--- config.mk ---
export PLATFORM = sky130hd
export DESIGN_NAME = fit_block_allocator_top
export DESIGN_NICKNAME = d
export VERILOG_FILES = /design/src/fbal_pkg.sv /design/src/fbal_ram.sv /design/src/fit_block_allocator_top.sv
export SDC_FILE = /design/constraint.sdc
export NUM_CORES = 1
export LEC_CHECK = 0
export BUFFER_PORTS_ARGS = -buffer_cell sky130_fd_sc_hd__clkbuf_2
export CAP_MARGIN = 5
export CORE_MARGIN = 2
export CORE_UTILIZATION = 62
export CTS_CLUSTER_DIAMETER = 50
export DETAILED_ROUTE_END_ITERATION = 10
export GPL_TIMING_DRIVEN = 0
export PLACE_DENSITY = 0.8
export REMOVE_ABC_BUFFERS = 1
export SLEW_MARGIN = 20
export SYNTH_ARGS = -nofsm -noshare
export SYNTH_HDL_FRONTEND = slang
export SYNTH_HIERARCHICAL = 1
export SYNTH_SLANG_ARGS = --single-unit
--- constraint.sdc ---
create_clock -name clk -period 5.58 [get_ports clk]
set_input_delay 1.116 -clock clk [delete_from_list [all_inputs] [get_ports clk]]
set_output_delay 1.116 -clock clk [all_outputs]
set_load 0.005 [all_outputs]
--- src/fbal_pkg.sv ---
// Package for the fit block allocator: payload types, codes and defaults.
`default_nettype none

package fbal_pkg;

  // Fixed field widths of the channels
  localparam int OP_W        = 2;
  localparam int SIZE_IN_W   = 16;
  localparam int STATUS_W    = 3;
  localparam int IDX_OUT_W   = 4;
  localparam int REM_OUT_W   = 16;
  localparam int FIT_MODE_W  = 2;

  // Defaults for the top level parameters
  localparam int MAX_BLOCKS_DEF = 16;
  localparam int SIZE_BITS_DEF  = 16;

  // Operation codes
  localparam logic [OP_W-1:0] OP_CLEAR = 2'd0;
  localparam logic [OP_W-1:0] OP_LOAD  = 2'd1;
  localparam logic [OP_W-1:0] OP_ALLOC = 2'd2;

  // Result status codes
  localparam logic [STATUS_W-1:0] STAT_CLEARED = 3'd0;
  localparam logic [STATUS_W-1:0] STAT_LOADED  = 3'd1;
  localparam logic [STATUS_W-1:0] STAT_FULL    = 3'd2;
  localparam logic [STATUS_W-1:0] STAT_ALLOC   = 3'd3;
  localparam logic [STATUS_W-1:0] STAT_NOFIT   = 3'd4;

  // Fit policy codes
  localparam logic [FIT_MODE_W-1:0] FIT_FIRST = 2'd0;
  localparam logic [FIT_MODE_W-1:0] FIT_BEST  = 2'd1;
  localparam logic [FIT_MODE_W-1:0] FIT_WORST = 2'd2;

  typedef struct packed {
    logic [OP_W-1:0]      op;
    logic [SIZE_IN_W-1:0] size;
  } fbal_in_t;

  typedef struct packed {
    logic [STATUS_W-1:0]  status;
    logic [IDX_OUT_W-1:0] block_index;
    logic [REM_OUT_W-1:0] remaining;
  } fbal_out_t;

  typedef enum logic [1:0] {
    ST_IDLE,
    ST_EXEC,
    ST_SCAN,
    ST_FINISH
  } fbal_state_t;

endpackage

`default_nettype wire

--- src/fbal_ram.sv ---
// Generic single write port RAM with one registered read port.
`default_nettype none

module fbal_ram #(
  parameter int WIDTH = 16,
  parameter int DEPTH = 16
) (
  input  logic                     clk,
  input  logic                     wr_en,
  input  logic [$clog2(DEPTH)-1:0] wr_addr,
  input  logic [WIDTH-1:0]         wr_data,
  input  logic                     rd_en,
  input  logic [$clog2(DEPTH)-1:0] rd_addr,
  output logic [WIDTH-1:0]         rd_data
);

  logic [WIDTH-1:0] mem_r [DEPTH];
  logic [WIDTH-1:0] rd_data_r;

  // Write one entry
  always_ff @(posedge clk) begin
    if (wr_en) begin
      mem_r[wr_addr] <= wr_data;
    end
  end

  // Register the read data
  always_ff @(posedge clk) begin
    if (rd_en) begin
      rd_data_r <= mem_r[rd_addr];
    end
  end

  assign rd_data = rd_data_r;

endmodule

`default_nettype wire

--- src/fit_block_allocator_top.sv ---
// Top level of the fit block allocator: sequencer, shared compare unit, table.
//
// Usage: items enter on the in_ channel (op, size) and each yields exactly one
// result beat on the out_ channel (status, block_index, remaining). The cfg_
// channel writes the fit policy (first, best, worst) and is always ready; write
// it only while the block is idle.
// Clear, load, an unused op and an allocate on an empty table write the result
// register from the execute state once the output register is free. An
// allocate on a loaded table scans the blocks one per cycle through the block
// table's single read port, then writes its result from the finish state. One
// item is in work at a time; in_ready is high only while the sequencer is idle,
// which it re-enters as the result is written, so no item is accepted before
// the result of the last one has been written.
// A result waits in the output register while out_ready is low; the block
// still accepts the next item and holds its result step until the register
// frees, and no table update happens before that.
// Reset (rst_n low, synchronous) empties the table and selects first fit; the
// table memory itself is not cleared, so no clearing pass is needed.
`default_nettype none

module fit_block_allocator_top #(
  parameter int MAX_BLOCKS = fbal_pkg::MAX_BLOCKS_DEF,
  parameter int SIZE_BITS  = fbal_pkg::SIZE_BITS_DEF
) (
  input  logic                             clk,
  input  logic                             rst_n,
  input  logic                             in_valid,
  output logic                             in_ready,
  input  fbal_pkg::fbal_in_t               in_data,
  output logic                             out_valid,
  input  logic                             out_ready,
  output fbal_pkg::fbal_out_t              out_data,
  input  logic                             cfg_valid,
  output logic                             cfg_ready,
  input  logic [fbal_pkg::FIT_MODE_W-1:0]  cfg_data
);

  import fbal_pkg::*;

  localparam int IDX_W = $clog2(MAX_BLOCKS);
  localparam int CNT_W = $clog2(MAX_BLOCKS + 1);

  fbal_state_t            state_r, state_nxt;
  logic [FIT_MODE_W-1:0]  fit_mode_r;
  logic [CNT_W-1:0]       count_r, count_nxt;
  logic [OP_W-1:0]        op_r, op_nxt;
  logic [SIZE_BITS-1:0]   req_r, req_nxt;
  logic [IDX_W-1:0]       iss_r, iss_nxt;
  logic                   iss_act_r, iss_act_nxt;
  logic                   rd_vld_r, rd_vld_nxt;
  logic                   rd_last_r, rd_last_nxt;
  logic [IDX_W-1:0]       rd_idx_r, rd_idx_nxt;
  logic                   found_r, found_nxt;
  logic [SIZE_BITS-1:0]   best_r, best_nxt;
  logic [IDX_W-1:0]       best_idx_r, best_idx_nxt;
  logic                   out_valid_r, out_valid_nxt;
  fbal_out_t              out_data_r, out_data_nxt;

  logic                   ram_we;
  logic [IDX_W-1:0]       ram_waddr;
  logic [SIZE_BITS-1:0]   ram_wdata;
  logic                   ram_re;
  logic [SIZE_BITS-1:0]   ram_rdata;

  logic [SIZE_BITS+SIZE_IN_W-1:0] size_ext;
  logic [SIZE_BITS-1:0]           size_in;
  logic [IDX_W+IDX_OUT_W-1:0]     load_idx_ext;
  logic [IDX_W+IDX_OUT_W-1:0]     grant_idx_ext;
  logic [SIZE_BITS+REM_OUT_W-1:0] req_rem_ext;
  logic [SIZE_BITS+REM_OUT_W-1:0] grant_rem_ext;
  logic [SIZE_BITS-1:0]           grant_rem;
  logic                           grant;
  logic                           out_free;
  logic                           iss_last;
  logic                           cand_fits, cand_lt, cand_gt, cand_take;

  // Fit the field widths to the table width
  assign size_ext      = {{SIZE_BITS{1'b0}}, in_data.size};
  assign size_in       = size_ext[SIZE_BITS-1:0];
  assign load_idx_ext  = {{IDX_OUT_W{1'b0}}, count_r[IDX_W-1:0]};
  assign grant_idx_ext = {{IDX_OUT_W{1'b0}}, best_idx_r};
  assign grant_rem     = best_r - req_r;
  assign req_rem_ext   = {{REM_OUT_W{1'b0}}, req_r};
  assign grant_rem_ext = {{REM_OUT_W{1'b0}}, grant_rem};

  assign out_free  = !out_valid_r || out_ready;
  assign iss_last  = (CNT_W'(iss_r) + CNT_W'(1)) == count_r;
  assign grant     = found_r && (best_r >= req_r);

  // Shared compare unit: judge one table entry against request and current pick
  assign cand_fits = ram_rdata >= req_r;
  assign cand_lt   = ram_rdata < best_r;
  assign cand_gt   = ram_rdata > best_r;

  always_comb begin
    if (fit_mode_r == FIT_BEST) begin
      cand_take = cand_fits && (!found_r || cand_lt);
    end else if (fit_mode_r == FIT_WORST) begin
      cand_take = !found_r || cand_gt;
    end else begin
      cand_take = cand_fits && !found_r;
    end
  end

  // Sequencer: next state, table access and result
  always_comb begin
    state_nxt     = state_r;
    count_nxt     = count_r;
    op_nxt        = op_r;
    req_nxt       = req_r;
    iss_nxt       = iss_r;
    iss_act_nxt   = iss_act_r;
    rd_vld_nxt    = 1'b0;
    rd_last_nxt   = rd_last_r;
    rd_idx_nxt    = rd_idx_r;
    found_nxt     = found_r;
    best_nxt      = best_r;
    best_idx_nxt  = best_idx_r;
    out_valid_nxt = out_valid_r && !out_ready;
    out_data_nxt  = out_data_r;
    ram_we        = 1'b0;
    ram_waddr     = count_r[IDX_W-1:0];
    ram_wdata     = req_r;
    ram_re        = 1'b0;
    in_ready      = 1'b0;

    unique case (state_r)
      ST_IDLE: begin
        in_ready = 1'b1;
        if (in_valid) begin
          op_nxt    = in_data.op;
          req_nxt   = size_in;
          state_nxt = ST_EXEC;
        end
      end

      ST_EXEC: begin
        unique case (op_r)
          OP_CLEAR: begin
            if (out_free) begin
              count_nxt     = '0;
              out_valid_nxt = 1'b1;
              out_data_nxt  = '{status: STAT_CLEARED, block_index: '0, remaining: '0};
              state_nxt     = ST_IDLE;
            end
          end
          OP_LOAD: begin
            if (out_free) begin
              out_valid_nxt = 1'b1;
              state_nxt     = ST_IDLE;
              if (count_r >= CNT_W'(MAX_BLOCKS)) begin
                out_data_nxt = '{status: STAT_FULL, block_index: '0, remaining: '0};
              end else begin
                ram_we       = 1'b1;
                count_nxt    = count_r + CNT_W'(1);
                out_data_nxt = '{status: STAT_LOADED,
                                 block_index: load_idx_ext[IDX_OUT_W-1:0],
                                 remaining: req_rem_ext[REM_OUT_W-1:0]};
              end
            end
          end
          OP_ALLOC: begin
            if (count_r == '0) begin
              if (out_free) begin
                out_valid_nxt = 1'b1;
                out_data_nxt  = '{status: STAT_NOFIT, block_index: '0, remaining: '0};
                state_nxt     = ST_IDLE;
              end
            end else begin
              iss_nxt     = '0;
              iss_act_nxt = 1'b1;
              found_nxt   = 1'b0;
              state_nxt   = ST_SCAN;
            end
          end
          default: begin
            if (out_free) begin
              out_valid_nxt = 1'b1;
              out_data_nxt  = '{status: STAT_NOFIT, block_index: '0, remaining: '0};
              state_nxt     = ST_IDLE;
            end
          end
        endcase
      end

      ST_SCAN: begin
        // Issue one table read per cycle
        if (iss_act_r) begin
          ram_re      = 1'b1;
          rd_vld_nxt  = 1'b1;
          rd_idx_nxt  = iss_r;
          rd_last_nxt = iss_last;
          if (iss_last) begin
            iss_act_nxt = 1'b0;
          end else begin
            iss_nxt = iss_r + IDX_W'(1);
          end
        end
        // Judge the entry read in the previous cycle
        if (rd_vld_r) begin
          if (cand_take) begin
            found_nxt    = 1'b1;
            best_nxt     = ram_rdata;
            best_idx_nxt = rd_idx_r;
          end
          if (rd_last_r) begin
            state_nxt = ST_FINISH;
          end
        end
      end

      ST_FINISH: begin
        if (out_free) begin
          out_valid_nxt = 1'b1;
          state_nxt     = ST_IDLE;
          if (grant) begin
            ram_we       = 1'b1;
            ram_waddr    = best_idx_r;
            ram_wdata    = grant_rem;
            out_data_nxt = '{status: STAT_ALLOC,
                             block_index: grant_idx_ext[IDX_OUT_W-1:0],
                             remaining: grant_rem_ext[REM_OUT_W-1:0]};
          end else begin
            out_data_nxt = '{status: STAT_NOFIT, block_index: '0, remaining: '0};
          end
        end
      end

      default: begin
        state_nxt = ST_IDLE;
      end
    endcase
  end

  // Control registers
  always_ff @(posedge clk) begin
    if (!rst_n) begin
      state_r     <= ST_IDLE;
      fit_mode_r  <= FIT_FIRST;
      count_r     <= '0;
      iss_act_r   <= 1'b0;
      rd_vld_r    <= 1'b0;
      found_r     <= 1'b0;
      out_valid_r <= 1'b0;
    end else begin
      state_r     <= state_nxt;
      count_r     <= count_nxt;
      iss_act_r   <= iss_act_nxt;
      rd_vld_r    <= rd_vld_nxt;
      found_r     <= found_nxt;
      out_valid_r <= out_valid_nxt;
      if (cfg_valid) begin
        fit_mode_r <= cfg_data;
      end
    end
  end

  // Payload registers
  always_ff @(posedge clk) begin
    op_r       <= op_nxt;
    req_r      <= req_nxt;
    iss_r      <= iss_nxt;
    rd_last_r  <= rd_last_nxt;
    rd_idx_r   <= rd_idx_nxt;
    best_r     <= best_nxt;
    best_idx_r <= best_idx_nxt;
    out_data_r <= out_data_nxt;
  end

  // Table of remaining block sizes
  fbal_ram #(
    .WIDTH (SIZE_BITS),
    .DEPTH (MAX_BLOCKS)
  ) u_table (
    .clk     (clk),
    .wr_en   (ram_we),
    .wr_addr (ram_waddr),
    .wr_data (ram_wdata),
    .rd_en   (ram_re),
    .rd_addr (iss_r),
    .rd_data (ram_rdata)
  );

  assign cfg_ready = 1'b1;
  assign out_valid = out_valid_r;
  assign out_data  = out_data_r;

`ifndef SYNTHESIS
  a_count_bound: assert property (@(posedge clk) disable iff (!rst_n)
    count_r <= CNT_W'(MAX_BLOCKS))
    else $error("block count above table depth");

  a_no_write_in_scan: assert property (@(posedge clk) disable iff (!rst_n)
    (state_r == ST_SCAN) |-> !ram_we)
    else $error("table written during scan");

  a_pick_loaded: assert property (@(posedge clk) disable iff (!rst_n)
    (state_r == ST_FINISH && found_r) |-> (CNT_W'(best_idx_r) < count_r))
    else $error("picked block beyond loaded count");

  a_read_in_scan: assert property (@(posedge clk) disable iff (!rst_n)
    rd_vld_r |-> ($past(state_r) == ST_SCAN && state_r == ST_SCAN))
    else $error("table read outside scan");
`endif

endmodule

`default_nettype wire

==> impl_metrics.tcl <==
set metrics [dict create \
    synth_compound_area_share_pct 6.65 \
    syn_to_final_growth_pct 13.5 \
    antenna_found_initial 0 \
    dieHeight_um 162 \
    critPathArrivalTime_ns 5.17 \
    final.setup.tns_ns 0 \
    rsz0062_at_grt "false" \
    wl_per_cell_um 26.0 \
    p_per_area_mw_per_mm2 317 \
    peakVddDrop_mv 0.327 \
    cp-start-kind "flip-flop" \
    post-cts-setup-buffers 0 \
    ctsLongestPathBuffers 3 \
    yosys.area.top_type "edfxtp_1" \
    setup_violations 0 \
    path_clk_slew_ns 0.06 \
    cts_sinks 355 \
    crit_path_cell_trace "ha_1 > fa_1 > nor2b_1 > o21ai_1 > a311oi_2 > nor3b_2 > nor3_4 > o21ba_1 > or3b_2 > nor2_2 > buf_6" \
    pin_count 51 \
    post_cts_resized 0 \
    hold_viol 0 \
    worstHoldStart "rd_idx_r[2]$_DFFE_PP_" \
    path_buf_inv 1 \
    core_area_mm2 0.0244 \
    synth_cell_types 68 \
    setup_ws_ns 0.642 \
    placed_cells 1267 \
    final.min_clock_period_ns 4.94 \
    power.leakage_nw 6.18 \
    fin_cells 1332 \
    synth_common_cells "edfxtp_1 (342), mux4_2 (54), ha_1 (51), inv_1 (45)" \
    synth_xor_area_share_pct 0.852 \
    r2r-start "req_r[0]$_DFFE_PP_" \
    diodes 0 \
    async_reset_ff_share_pct 0 \
    wl_um 34600 \
    yosys.area_share.simple_pct 5.53 \
    drive_gt1_share_pct 23.8 \
    htree_levels 2 \
    yosysSeqAreaShare_pct 68.3 \
    final_nets 1060 \
    portBuffers 49 \
    rows 57 \
    cts_made_buffers 38 \
    cp_slowest_cell "nor3_4" \
    drt_first_pass_iters 5 \
    synth_cells 901 \
    maxCapViolCount 0 \
    synth-seq-cells 355 \
    initialDrtViolationCount 902 \
    synth_top_family_by_area "multiplexers" \
    dp_slack_ns 0.854 \
    cpPeakStageDelay_ns 0.77 \
    grt_util_all_layers_pct 27.3 \
    ant_nets 0 \
    ys_top_cells_by_area "edfxtp_1 (67%), mux4_2 (7.9%), ha_1 (4.1%)" \
    worstPathRequired_ns 5.81 \
    synth_edf_count 342 \
    whs_ns 0.420 \
    startpoint "req_r[0]$_DFFE_PP_" \
    num_vias 8778 \
    crit_fanout 24 \
    grt_pass1_wl_um 52800 \
    status "finished clean" \
    slew_headroom_pct 32.8 \
    synth_area_mm2 0.0154 \
    die_area_mm2 0.0262 \
    route.detailed.drc 0 \
    cts_tree "done" \
    hpwl_um 22300 \
    tightest_slew_ns 1.01 \
    synth_mux_area_share_pct 11.8 \
    avgSynthCellArea_um2 17.1 \
    hp-class "flip-flop to flip-flop" \
    finalPower_mw 5.55 \
    synth_fa_ha_area_share_pct 4.27 \
    finClkSkew_ns 0.0125 \
    crit_family "simple AND/OR/NAND/NOR gates" \
    clk_latency_ns 0.53 \
    endpoint_kind "flip-flop" \
    overflow 0 \
    fmax_mhz 203 \
    cts.hold.buffers_added 0 \
    grt_max_degree 25 \
    globalplace.congestion 0.849 \
    ys_warn_count 6 \
    drv_slew 0 \
    period_share_pct 88.5 \
    cts-root-buf "clkbuf_16" \
    grt_pass1_vias 8914 \
    viasPerCell 6.59 \
    yosysMostFrequentCell "edfxtp_1" \
    yosysTopAreaCellShare_pct 66.6 \
    dieWidth_um 162 \
    synth-main-ff-cell "edfxtp_1" \
    path_class "flip-flop to flip-flop" \
    start_util_pct 63.2 \
]
cells in the final DEF (no fill, tap or decap), types with 6 or more instances in the layout:
master	synthesis	layout
nand4_1	12	12
clkbuf_1	15	10
a22o_1	19	19
a22oi_1	33	33
nor4_1	6	6
a21oi_1	31	30
nor2_2	0	15
and2_1	6	6
buf_8	0	15
mux4_1	10	10
nand2_1	38	38
ha_1	51	51
nor2_1	38	23
xnor2_1	8	8
mux2_4	19	19
buf_6	7	8
nor2b_1	10	8
clkbuf_2	1	49
xor2_1	7	7
inv_1	45	45
dfxtp_1	13	13
nand3_1	7	7
mux4_2	54	54
edfxtp_1	342	342
buf_4	6	8
o21ai_0	21	21
nand2b_1	8	8
clkbuf_16	0	38
worst paths after layout:
| path | end | slack (ns) | cells after the start |
|---|---|---|---|
| worst min-delay path | best_idx_r[2]$_DFFE_PP_ | 0.42 | 0 |
| worst min register to register | best_idx_r[2]$_DFFE_PP_ | 0.42 | 0 |
| worst max register to register | u_table/mem_r[1][7]$_DFFE_PP_ | 0.64 | 11 |
| worst max-delay path | u_table/mem_r[1][7]$_DFFE_PP_ | 0.64 | 11 |
layer usage:
metal,up-vias,part of all wire [%],global-route usage (%)
met3,124,6.7,4.21
met2,462,51,46.8
met5,-,0,0
li1,3769,-,-
met4,0,4.5,12.1
met1,4423,38,35.2
sequential cells by signal (all words and copies together) (netlist names):
name,cells
out_valid,1
u_table/rd_data,16
req_r,16
out_data,23
op_r,2
best_r,16
best_idx_r,4
iss_act_r,1
count_r,5
rd_idx_r,4
rd_last_r,1
found_r,1
state_r,2
rd_vld_r,1
iss_r,4
u_table/mem_r,256
fit_mode_r,2
metrics by stage:
stage / util [%] / area, um^2
3_3_place_gp: 64.9 / 15800
6_report: 71.8 / 17500
4_1_cts: 71.8 / 17500
5_1_grt: 71.8 / 17500
2_1_floorplan: - / 15200
3_5_place_dp: 67.0 / 16300
layout make-up:
cell class | instances | area (um^2)
Clock buffer | 48 | 988
Clock inverter | 17 | 166
Fill cell | 1481 | 6890
Inverter | 45 | 169
Multi-Input combinational cell | 461 | 4570
Sequential cell | 355 | 10500
Tap cell | 324 | 405
Timing Repair Buffer | 82 | 676
power by group:
group / switching (mW) / internal (mW) / leakage [nW] / total, mW
registers: 0.0171 / 2.95 / 3.21 / 2.97
logic: 0.140 / 0.0781 / 2.41 / 0.218
clock network: 1.00 / 1.36 / 0.560 / 2.36
total: 1.16 / 4.39 / 6.18 / 5.55
cell families (layout without fill, tap and decap cells):
| family | after synthesis | in the layout |
|---|---|---|
| buffers and inverters | 85 | 192 |
| AO/OA/AOI/OAI | 147 | 147 |
| adder cells (fa/ha/maj) | 52 | 52 |
| other | 1 | 1 |
| flip-flops | 355 | 355 |
| multiplexers | 88 | 88 |
| AND/OR/NAND/NOR | 158 | 158 |
| XOR/XNOR | 15 | 15 |
Note: power is estimated with default switching activity, not from simulation.
